[src/rtl/core/b91se_pkg.sv]
// shared types, constants and helper functions of the base91 stream encoder
package b91se_pkg;

  localparam int unsigned QueueBits = 13;
  localparam int unsigned HeldBits  = 4;

  localparam logic [12:0] Low13Limit = 13'd88;
  localparam logic [12:0] FlushLimit = 13'd90;
  localparam logic [3:0]  FlushHigh  = 4'd7;
  localparam logic [4:0]  SplitLimit = 5'd13;
  localparam logic [7:0]  Radix      = 8'd91;
  localparam logic [7:0]  GapIndex   = 8'd59;
  localparam logic [27:0] RecipMul   = 28'd11523;

  typedef struct packed {
    logic [7:0] data_byte;
    logic       end_of_message;
  } in_item_t;

  typedef struct packed {
    logic [6:0] code_char;
    logic       final_char;
  } out_item_t;

  typedef struct packed {
    logic [13:0] v_ext;
    logic [7:0]  q_ext;
    logic [12:0] v_fl;
    logic [7:0]  q_fl;
    logic        has_ext;
    logic [1:0]  n_fl;
    logic        last;
  } split_t;

  // exact quotient by 91 for any 14-bit value
  function automatic logic [7:0] div91(input logic [13:0] v);
    logic [27:0] p;
    p = 28'(v) * RecipMul;
    return p[27:20];
  endfunction

  // base91 alphabet: '!' upward, backslash skipped
  function automatic logic [6:0] b91_char(input logic [7:0] idx);
    logic [7:0] i;
    logic [7:0] c;
    i = (idx >= Radix) ? idx - Radix : idx;
    c = (i < GapIndex) ? i + 8'd33 : i + 8'd34;
    return c[6:0];
  endfunction

endpackage

[src/rtl/core/b91se_split.sv]
// bit queue state, value extraction and flush, quotient stage register
module b91se_split (
  input  logic              clk,
  input  logic              rst,
  input  logic              item_valid,
  input  b91se_pkg::in_item_t item,
  output logic              item_stall,
  output logic              grp_valid,
  output b91se_pkg::split_t grp,
  input  logic              grp_stall
);
  import b91se_pkg::*;

  logic [QueueBits-1:0] queue;
  logic [HeldBits-1:0]  held;

  logic [20:0] q_full;
  logic [4:0]  held_sum;
  logic        ext;
  logic        take13;
  logic [13:0] v_ext;
  logic [20:0] shifted;
  logic [4:0]  rem_held5;
  logic [12:0] rq;
  logic [3:0]  rh;
  logic [1:0]  n_fl;
  logic        adv;
  split_t      grp_next;

  always_comb begin
    q_full   = 21'(queue) | (21'(item.data_byte) << held);
    held_sum = 5'(held) + 5'd8;
    ext      = held_sum > SplitLimit;
    take13   = q_full[12:0] > Low13Limit;
    v_ext    = take13 ? {1'b0, q_full[12:0]} : q_full[13:0];
    shifted  = take13 ? (q_full >> 13) : (q_full >> 14);
    rem_held5 = take13 ? held_sum - 5'd13 : held_sum - 5'd14;
    rq       = ext ? shifted[12:0] : q_full[12:0];
    rh       = ext ? rem_held5[3:0] : held_sum[3:0];
    if (!item.end_of_message || rh == '0) begin
      n_fl = 2'd0;
    end else if (rh > FlushHigh || rq > FlushLimit) begin
      n_fl = 2'd2;
    end else begin
      n_fl = 2'd1;
    end
    grp_next.v_ext   = v_ext;
    grp_next.q_ext   = div91(v_ext);
    grp_next.v_fl    = rq;
    grp_next.q_fl    = div91({1'b0, rq});
    grp_next.has_ext = ext;
    grp_next.n_fl    = n_fl;
    grp_next.last    = item.end_of_message;
  end

  assign adv        = item_valid && (!grp_valid || !grp_stall);
  assign item_stall = item_valid && !adv;

  always_ff @(posedge clk) begin
    if (rst) begin
      queue     <= '0;
      held      <= '0;
      grp_valid <= 1'b0;
    end else if (adv) begin
      queue     <= item.end_of_message ? '0 : rq;
      held      <= item.end_of_message ? '0 : rh;
      grp_valid <= 1'b1;
    end else if (!grp_stall) begin
      grp_valid <= 1'b0;
    end
  end

  always_ff @(posedge clk) begin
    if (adv) begin
      grp <= grp_next;
    end
  end

endmodule

[src/rtl/core/b91se_emit.sv]
// remainders, alphabet lookup and character buffer that drives the output
module b91se_emit (
  input  logic              clk,
  input  logic              rst,
  input  logic              grp_valid,
  input  b91se_pkg::split_t grp,
  output logic              grp_stall,
  output logic              char_valid,
  output b91se_pkg::out_item_t char_item,
  input  logic              char_stall
);
  import b91se_pkg::*;

  logic [6:0] slot_char [4];
  logic       slot_final [4];
  logic [2:0] cnt;

  logic [13:0] r_ext;
  logic [12:0] r_fl;
  logic [6:0]  c [4];
  logic [6:0]  new_char [4];
  logic        new_final [4];
  logic [2:0]  n;
  logic        out_acc;
  logic        em_free;
  logic        take;
  logic        load;

  always_comb begin
    r_ext = grp.v_ext - 14'(grp.q_ext) * 14'd91;
    r_fl  = grp.v_fl - 13'(grp.q_fl) * 13'd91;
    c[0]  = b91_char({1'b0, r_ext[6:0]});
    c[1]  = b91_char(grp.q_ext);
    c[2]  = b91_char({1'b0, r_fl[6:0]});
    c[3]  = b91_char(grp.q_fl);
    n     = (grp.has_ext ? 3'd2 : 3'd0) + 3'(grp.n_fl);
    if (grp.has_ext) begin
      new_char[0] = c[0];
      new_char[1] = c[1];
      new_char[2] = c[2];
      new_char[3] = c[3];
    end else begin
      new_char[0] = c[2];
      new_char[1] = c[3];
      new_char[2] = c[2];
      new_char[3] = c[3];
    end
    for (int i = 0; i < 4; i++) begin
      new_final[i] = grp.last && (3'(i) == n - 3'd1);
    end
  end

  assign out_acc   = char_valid && !char_stall;
  assign em_free   = (cnt == 3'd0) || (cnt == 3'd1 && out_acc);
  assign take      = grp_valid && (n == 3'd0 || em_free);
  assign load      = take && n != 3'd0;
  assign grp_stall = grp_valid && !take;

  always_ff @(posedge clk) begin
    if (rst) begin
      cnt <= '0;
    end else if (load) begin
      cnt <= n;
    end else if (out_acc) begin
      cnt <= cnt - 3'd1;
    end
  end

  always_ff @(posedge clk) begin
    if (load) begin
      for (int i = 0; i < 4; i++) begin
        slot_char[i]  <= new_char[i];
        slot_final[i] <= new_final[i];
      end
    end else if (out_acc) begin
      for (int i = 0; i < 3; i++) begin
        slot_char[i]  <= slot_char[i+1];
        slot_final[i] <= slot_final[i+1];
      end
    end
  end

  assign char_valid           = cnt != 3'd0;
  assign char_item.code_char  = slot_char[0];
  assign char_item.final_char = slot_final[0];

endmodule

[src/rtl/core/base91_stream_encoder.sv]
// top level of the base91 stream encoder
//
//   channel   direction  payload      handshake
//   byte_*    in         in_item_t    byte_valid / byte_stall
//   char_*    out        out_item_t   char_valid / char_stall
//
// a byte enters an input register, then the split stage updates the bit queue
// and divides by 91 into the split register, then the emit stage buffers up to four chars
// a byte's first char is valid from the char buffer after the input and split registers
// one char leaves per cycle while char_stall is low; new chars load as the last one leaves
// rst is synchronous and clears the bit queue and all valid flags
// char_stall backs up through the buffers into byte_stall
module base91_stream_encoder (
  input  logic                  clk,
  input  logic                  rst,
  input  logic                  byte_valid,
  output logic                  byte_stall,
  input  b91se_pkg::in_item_t   byte_item,
  output logic                  char_valid,
  input  logic                  char_stall,
  output b91se_pkg::out_item_t  char_item
);
  import b91se_pkg::*;

  logic     s1_valid;
  in_item_t s1_item;
  logic     s1_stall;
  logic     grp_valid;
  split_t   grp;
  logic     grp_stall;
  logic     byte_acc;

  assign byte_stall = s1_valid && s1_stall;
  assign byte_acc   = byte_valid && !byte_stall;

  always_ff @(posedge clk) begin
    if (rst) begin
      s1_valid <= 1'b0;
    end else if (byte_acc) begin
      s1_valid <= 1'b1;
    end else if (!s1_stall) begin
      s1_valid <= 1'b0;
    end
  end

  always_ff @(posedge clk) begin
    if (byte_acc) begin
      s1_item <= byte_item;
    end
  end

  b91se_split u_split (
    .clk        (clk),
    .rst        (rst),
    .item_valid (s1_valid),
    .item       (s1_item),
    .item_stall (s1_stall),
    .grp_valid  (grp_valid),
    .grp        (grp),
    .grp_stall  (grp_stall)
  );

  b91se_emit u_emit (
    .clk        (clk),
    .rst        (rst),
    .grp_valid  (grp_valid),
    .grp        (grp),
    .grp_stall  (grp_stall),
    .char_valid (char_valid),
    .char_item  (char_item),
    .char_stall (char_stall)
  );

endmodule

[config.mk]
export PLATFORM = sky130hd
export DESIGN_NAME = base91_stream_encoder
export DESIGN_NICKNAME = d
export VERILOG_FILES = /design/src/rtl/core/b91se_pkg.sv /design/src/rtl/core/b91se_split.sv /design/src/rtl/core/b91se_emit.sv /design/src/rtl/core/base91_stream_encoder.sv
export SDC_FILE = /design/constraint.sdc
export NUM_CORES = 1
export LEC_CHECK = 0
export ABC_AREA = 1
export BUFFER_PORTS_ARGS = -buffer_cell sky130_fd_sc_hd__buf_2
export CELL_PAD_IN_SITES_DETAIL_PLACEMENT = 1
export CELL_PAD_IN_SITES_GLOBAL_PLACEMENT = 2
export CORE_MARGIN = 1
export CORE_UTILIZATION = 43
export DETAILED_ROUTE_END_ITERATION = 10
export HOLD_SLACK_MARGIN = 0.15
export MAX_ROUTING_LAYER = met4
export PLACE_DENSITY_LB_ADDON = 0.1
export REMOVE_ABC_BUFFERS = 1
export SLEW_MARGIN = 5
export SYNTH_ARGS = -nofsm -noshare
export SYNTH_HDL_FRONTEND = slang
export SYNTH_SLANG_ARGS = --single-unit
[constraint.sdc]
create_clock -name clk -period 17.09 [get_ports clk]
set_input_delay 1.709 -clock clk [delete_from_list [all_inputs] [get_ports clk]]
set_output_delay 1.709 -clock clk [all_outputs]
set_load 0.02 [all_outputs]
==> results of run 1 <==
==> cells in the final DEF, fill, tap and decap left out, drive strengths merged, types with 2 or more instances in the layout <==
master  Yosys  layout
xnor2      26      26
a21oi      89      89
nand3     115     115
nand3b      5       5
a21boi      2       2
o31ai       5       5
and2        3       3
edfxtp     74      74
xor2       44      44
a211oi      4       4
a31oi      10      10
nor2       76      76
fa         74      74
o221ai      4       4
ha        261     261
a221oi      4       4
inv       354     358
nand2     395     395
dfxtp      22      22
nor3       16      16
o22ai       3       3
o21ai      64      64
nand4      31      31
o211ai     12      12
o21bai      4       4
clkbuf      8       9
nor4        2       2
buf        23      25
o21a        2       2
a21o        2       2
or2         3       3
clkinv      3       6
==> path summary, 6_finish.rpt <==
check / end / slack [ns]
max: u_split.grp[10]$_DFFE_PP_ / 8.98
min: u_split.queue[0]$_SDFFE_PP0P_ / 0.46
max reg2reg: u_split.grp[10]$_DFFE_PP_ / 8.98
min reg2reg: u_split.queue[0]$_SDFFE_PP0P_ / 0.46
==> final cells by class <==
class                   count  area [µm²]
fillers                  3826       16500
multi-input cells        1262        9410
flip-flops and latches     96        2660
inverters                 357        1340
well taps                 396         495
clock buffers               9         225
repair buffers             25         133
clock inverters             7        88.8
==> logic make-up after synthesis <==
| kind of cell | share of synthesized area [%] |
|---|---|
| simple gates | 20.5 |
| buf+inv | 11.1 |
| fa+ha+maj | 35.0 |
| compound gates | 9.12 |
| flops | 19.6 |
| xor+xnor | 4.74 |
==> synthesized netlist by cell type (10+ instances only) <==
master and number:
sky130_fd_sc_hd__nand2_1 386, sky130_fd_sc_hd__inv_1 343, sky130_fd_sc_hd__ha_1 261, sky130_fd_sc_hd__nand3_1 110, sky130_fd_sc_hd__a21oi_1 86, sky130_fd_sc_hd__nor2_1 75, sky130_fd_sc_hd__edfxtp_1 74, sky130_fd_sc_hd__fa_1 74
sky130_fd_sc_hd__o21ai_0 45, sky130_fd_sc_hd__xor2_1 42, sky130_fd_sc_hd__nand4_1 31, sky130_fd_sc_hd__xnor2_1 24, sky130_fd_sc_hd__dfxtp_1 22, sky130_fd_sc_hd__nor3_1 16, sky130_fd_sc_hd__o21ai_1 12, sky130_fd_sc_hd__inv_2 11
sky130_fd_sc_hd__o211ai_1 11, sky130_fd_sc_hd__a31oi_1 10, sky130_fd_sc_hd__buf_4 10
==> flip-flops by register name, summed over array words and instances, names as in the netlist <==
| name | count |
|---|---|
| u_split.grp_valid | 1 |
| u_emit.cnt | 3 |
| u_emit.slot_char | 28 |
| u_split.held | 4 |
| u_split.queue | 13 |
| s1_valid | 1 |
| u_emit.slot_final | 4 |
| u_split.grp | 33 |
| s1_item | 9 |
==> worst max-delay path, delay by kind of cell, from the launching register on <==
family                   cells  cell delay, ns
AO/OA/AOI/OAI                8            1.22
AND/OR/NAND/NOR             11            1.66
flip-flops                   1            0.84
adder cells (fa/ha/maj)      7            2.65
buffers and inverters        6            1.51
==> per-stage QoR <==
step                cells  area (µm²)  util, %  hold slack (ns)
global route         2152       14400     46.6            0.496
CTS                  2152       14400     46.6            0.466
detailed placement   2136       14000     45.5            0.455
finish               2152       14400     46.6            0.462
floorplan            1715       13400        -            0.434
global placement     2136       14000     45.5            0.454
==> per-layer routing <==
layer,global-route usage [%],vias to the layer above
met1,32.8,5367
met4,3.31,0
met5,-,-
met2,38.8,113
li1,-,5679
met3,2.71,21
==> results.yml, run 1 <==
worst_setup_path:
  r2r_start: "u_split.held[3]$_SDFFE_PP0P_"
  worst_setup_path_start_kind: "register"
  worstPathArrival_ns: 8.25
  setup.worst_path.end_class: "register"
  required_ns: 17.23
  timing.critical_path.mode_cell: "sky130_fd_sc_hd__nand2_1"
  timing.reg2reg.worst_path_depth: 32
  crit_slowest_cell: "sky130_fd_sc_hd__dfxtp_1"
  startpoint: "u_split.held[3]$_SDFFE_PP0P_"
  path_max_fanout: 20
  worstSetupPathType: "reg2reg"
  critPathMaxStageDelay_ns: 0.84
sta:
  period_minus_ws_final_ns: 8.11
  report.final.setup_viol: 0
  timing.clock.skew_ns: 0.0249
  min_period_over_period_pct: 47.4
  max_slew.worst_pin.slew_ns: 1.12
  slew-limit-headroom_pct: 25.3
  finalWorstSetupSlack_ns: 8.98
  setup-tns-final_ns: 0
  max_clock_freq_ghz: 0.123
  drv_slew: 0
  rsz_0062_raised_after_global_routing: "false"
  finalHoldViolations: 0
route:
  route.antenna.remaining_nets: 0
  wirelength_met1_mm: 18.5
  dr_total_vias: 11200
  metal2_wl_mm: 16.5
  remaining_drc_errors: 0
  drtIter0Drc: 437
  routedWlPerCell_um: 16.9
  routed_via_density: 5.20
  met3RoutedLength_um: 978
  routed_wire_length_mm: 36.3
  dr.pass1.iters: 6
  highest_layer: "met4"
clock_network:
  clock_insertion_delay_worst_skew_ns: 0.38
  clkTransAtPathRegs_ns: 0.09
  cts-root-buf: "sky130_fd_sc_hd__clkbuf_16"
  clock_tree.htree_level_count: 3
  cts_made_buffers: 9
  cts_hold_repair.buffers: 0
  tritoncts_num_sinks: 96
  cts_tree: "built"
  post_cts_resize_count: 0
  post-cts-setup-buffer-count: 0
  max-clock-path-buffers: 2
floorplan:
  fp.dieArea_mm2: 0.0323
  std_cell_rows: 64
  core_region_area_mm2: 0.0308
  floorplan.io_pins: 23
  die_x_um: 180
  die-height_um: 180
  initial_core_util_pct: 44.1
synthesis:
  postSynthAreaPerCell_um2: 7.78
  postSynth.asyncResetShare_pct: 0
  synth_cells: 1746
  synth_area_leader: "sky130_fd_sc_hd__ha_1"
  synth_ff_type: "sky130_fd_sc_hd__edfxtp_1"
  synth_top_area_share_pct: 24.0
  yosys.cell_types.count: 55
  synth.ff_latch_count: 96
  synth_sequential_area_ratio_pct: 19.6
  mapped_cell_area_mm2: 0.0136
  synth_edf_count: 74
  ys.warnings.count: 0
  synth_area_leaders: "sky130_fd_sc_hd__ha_1 (24%), sky130_fd_sc_hd__edfxtp_1 (16%), sky130_fd_sc_hd__fa_1 (11%)"
finish:
  finish.net_count: 2099
  antenna_cells_inserted: 0
  layout_cells_sized_above_1_pct: 4.84
  synthToLayoutAreaGrowth_pct: 5.67
min_path:
  hold_path.class: "reg2reg"
  timing.hold.worst_path_depth: 2
  min_from: "u_split.queue[0]$_SDFFE_PP0P_"
global_routing:
  wire_length_of_the_first_global_routing_pass_mm: 60.0
  grt_overflow_total: 0
  first_global_vias: 11600
  antenna_found_initial: 0
  grt.total_usage_pct: 24.0
  grt_max_degree: 27
place:
  pre_cts_ws_ns: 9.09
  gpl.final_weighted_congestion: 0.899
  place_hpwl_mm: 31.2
  portBuffers: 22
job:
  timing.max_cap.violations: 0
run_status:
  outcome: "complete, no violations"
Power of run 1 is left out: the tool's default activity adds up to more than one toggle a clock period on the data nets, which glitch-free logic cannot reach.
==> run 2: changes to the inputs <==
CORE_UTILIZATION = 40   (was 43)
clock period = 7.6 ns   (was 17.09 ns; I/O delays follow)
==> run 2 against run 1 <==
- die area up 7.4%
- non-clock buffer count up 15
- flip-flop and latch count unchanged
- wire length up 2.1%
- clock-buffer cell count unchanged
==> results.yml, run 2 (same netlist as run 1, synthesis figures left out) <==
run_status:
  outcome: "complete, no violations"
clock_network:
  clock_tree.htree_level_count: 3
  tritoncts_num_sinks: 96
  cts_tree: "built"
  clock_insertion_delay_worst_skew_ns: 0.38
  cts-root-buf: "sky130_fd_sc_hd__clkbuf_16"
  cts_made_buffers: 9
  clkTransAtPathRegs_ns: 0.09
  max-clock-path-buffers: 2
sta:
  drv_slew: 0
  report.final.setup_viol: 0
  finalHoldViolations: 0
  timing.clock.skew_ns: 0.0201
  max_clock_freq_ghz: 0.141
  slew-limit-headroom_pct: 33.6
  period_minus_ws_final_ns: 7.07
  max_slew.worst_pin.slew_ns: 0.996
  setup-tns-final_ns: 0
  min_period_over_period_pct: 93.0
global_routing:
  antenna_found_initial: 0
  grt.total_usage_pct: 23.3
  grt_max_degree: 27
  wire_length_of_the_first_global_routing_pass_mm: 60.3
  grt_overflow_total: 0
  first_global_vias: 11500
worst_setup_path:
  worstPathArrival_ns: 7.21
  timing.critical_path.mode_cell: "sky130_fd_sc_hd__nand2_1"
  crit_slowest_cell: "sky130_fd_sc_hd__fa_1"
  required_ns: 7.75
  critPathMaxStageDelay_ns: 0.53
  worstSetupPathType: "reg2reg"
  path_max_fanout: 17
  worst_setup_path_start_kind: "register"
  worst-path-buf-inv: 9
  setup.worst_path.end_class: "register"
  critical-path-top-delay-family: "adder cells"
route:
  drtIter0Drc: 466
  highest_layer: "met4"
  routed_wire_length_mm: 37.1
  route.antenna.remaining_nets: 0
  wirelength_met1_mm: 18.7
  met3RoutedLength_um: 883
  dr_total_vias: 11200
  routedWlPerCell_um: 16.7
  metal2_wl_mm: 17.1
  remaining_drc_errors: 0
  routed_via_density: 5.05
  dr.pass1.iters: 5
floorplan:
  floorplan.io_pins: 23
  die_x_um: 186
  fp.dieArea_mm2: 0.0347
  die-height_um: 186
  core_region_area_mm2: 0.0334
  std_cell_rows: 67
  initial_core_util_pct: 40.6
finish:
  layout.cells.most_common: "sky130_fd_sc_hd__nand2_1"
  fillerInstances: 4150
  final_cell_mix: "sky130_fd_sc_hd__nand2_1 (385), sky130_fd_sc_hd__inv_1 (340), sky130_fd_sc_hd__ha_1 (261)"
  layout_cells_sized_above_1_pct: 5.93
  biggestRegsByFlops: "u_split.grp x33, u_emit.slot_char x28, u_split.queue x13"
  finalCoreUtilization_pct: 43.5
  multiInputGateArea_mm2: 0.00941
  layout.area.seq_mm2: 0.00266
  largest_register_ff_count: 33
  synthToLayoutAreaGrowth_pct: 7.13
  max_flop_register: "u_split.grp"
  finish.net_count: 2114
  antenna_cells_inserted: 0
place:
  gpl.final_weighted_congestion: 0.917
  place_hpwl_mm: 31.9
  portBuffers: 22
job:
  timing.max_cap.violations: 0
min_path:
  hold_path.class: "reg2reg"
run 2: changes by cell type in the layout (fill, tap and decap cells not counted), moves of 3 or more:
| cell | previous run | this run |
|---|---|---|
| sky130_fd_sc_hd__buf_4 | 3 | 18 |
| sky130_fd_sc_hd__clkinv_8 | 3 | 0 |
| sky130_fd_sc_hd__clkinvlp_4 | 0 | 3 |
| sky130_fd_sc_hd__inv_1 | 343 | 340 |
run 2: metal layers:
metal	up-vias	track usage, %
li1	5711	-
met1	5354	31.9
met2	116	37.2
met3	27	2.69
met4	0	4.75
met5	-	-
run 2: path summary, 6_finish.rpt:
| check | from | end | slack [ns] | cells past startpoint |
|---|---|---|---|---|
| hold reg to reg | u_split.queue[0]$_SDFFE_PP0P_ | u_split.queue[0]$_SDFFE_PP0P_ | 0.47 | 2 |
| setup / recovery | u_split.held[3]$_SDFFE_PP0P_ | u_split.grp[9]$_DFFE_PP_ | 0.53 | 33 |
| setup reg to reg | u_split.held[3]$_SDFFE_PP0P_ | u_split.grp[9]$_DFFE_PP_ | 0.53 | 33 |
| hold / removal | u_split.queue[0]$_SDFFE_PP0P_ | u_split.queue[0]$_SDFFE_PP0P_ | 0.47 | 2 |
run 2: metrics by stage:
step / area (µm²) / hold slack, ns / std cells / setup WS, ns
finish: 14600 / 0.471 / 2219 / 0.532
global route: 14600 / 0.497 / 2219 / -0.00586
CTS: 14500 / 0.471 / 2214 / 0.383
detailed placement: 14200 / 0.457 / 2198 / 0.404
global placement: 14200 / 0.455 / 2198 / 0.623
floorplan: 13400 / 0.434 / 1715 / 0.736
run 2: area by class of cell:
cell class,instances,area share (%)
Clock inverter,7,0.697
Inverter,357,9.24
Timing Repair Buffer,40,1.69
Clock buffer,9,1.55
Multi-Input combinational cell,1262,64.7
Sequential cell,96,18.3
Tap cell,448,3.85
run 2: what timing repair did:
| action | CTS | global route |
|---|---|---|
| hold buffers | 0 | 0 |
| setup buffers | 0 | 5 |
| hold endpoints to repair | 0 | 0 |
| resized for setup | 0 | 5 |
| setup endpoints to repair | 0 | 3 |
run 2: tightest hold or removal path: stages (launching register included):
cell and delay [ns]:
sky130_fd_sc_hd__dfxtp_1 0.32, sky130_fd_sc_hd__nand2_1 0.06, sky130_fd_sc_hd__a21oi_1 0.06
Power of run 2 is left out for the same reason.
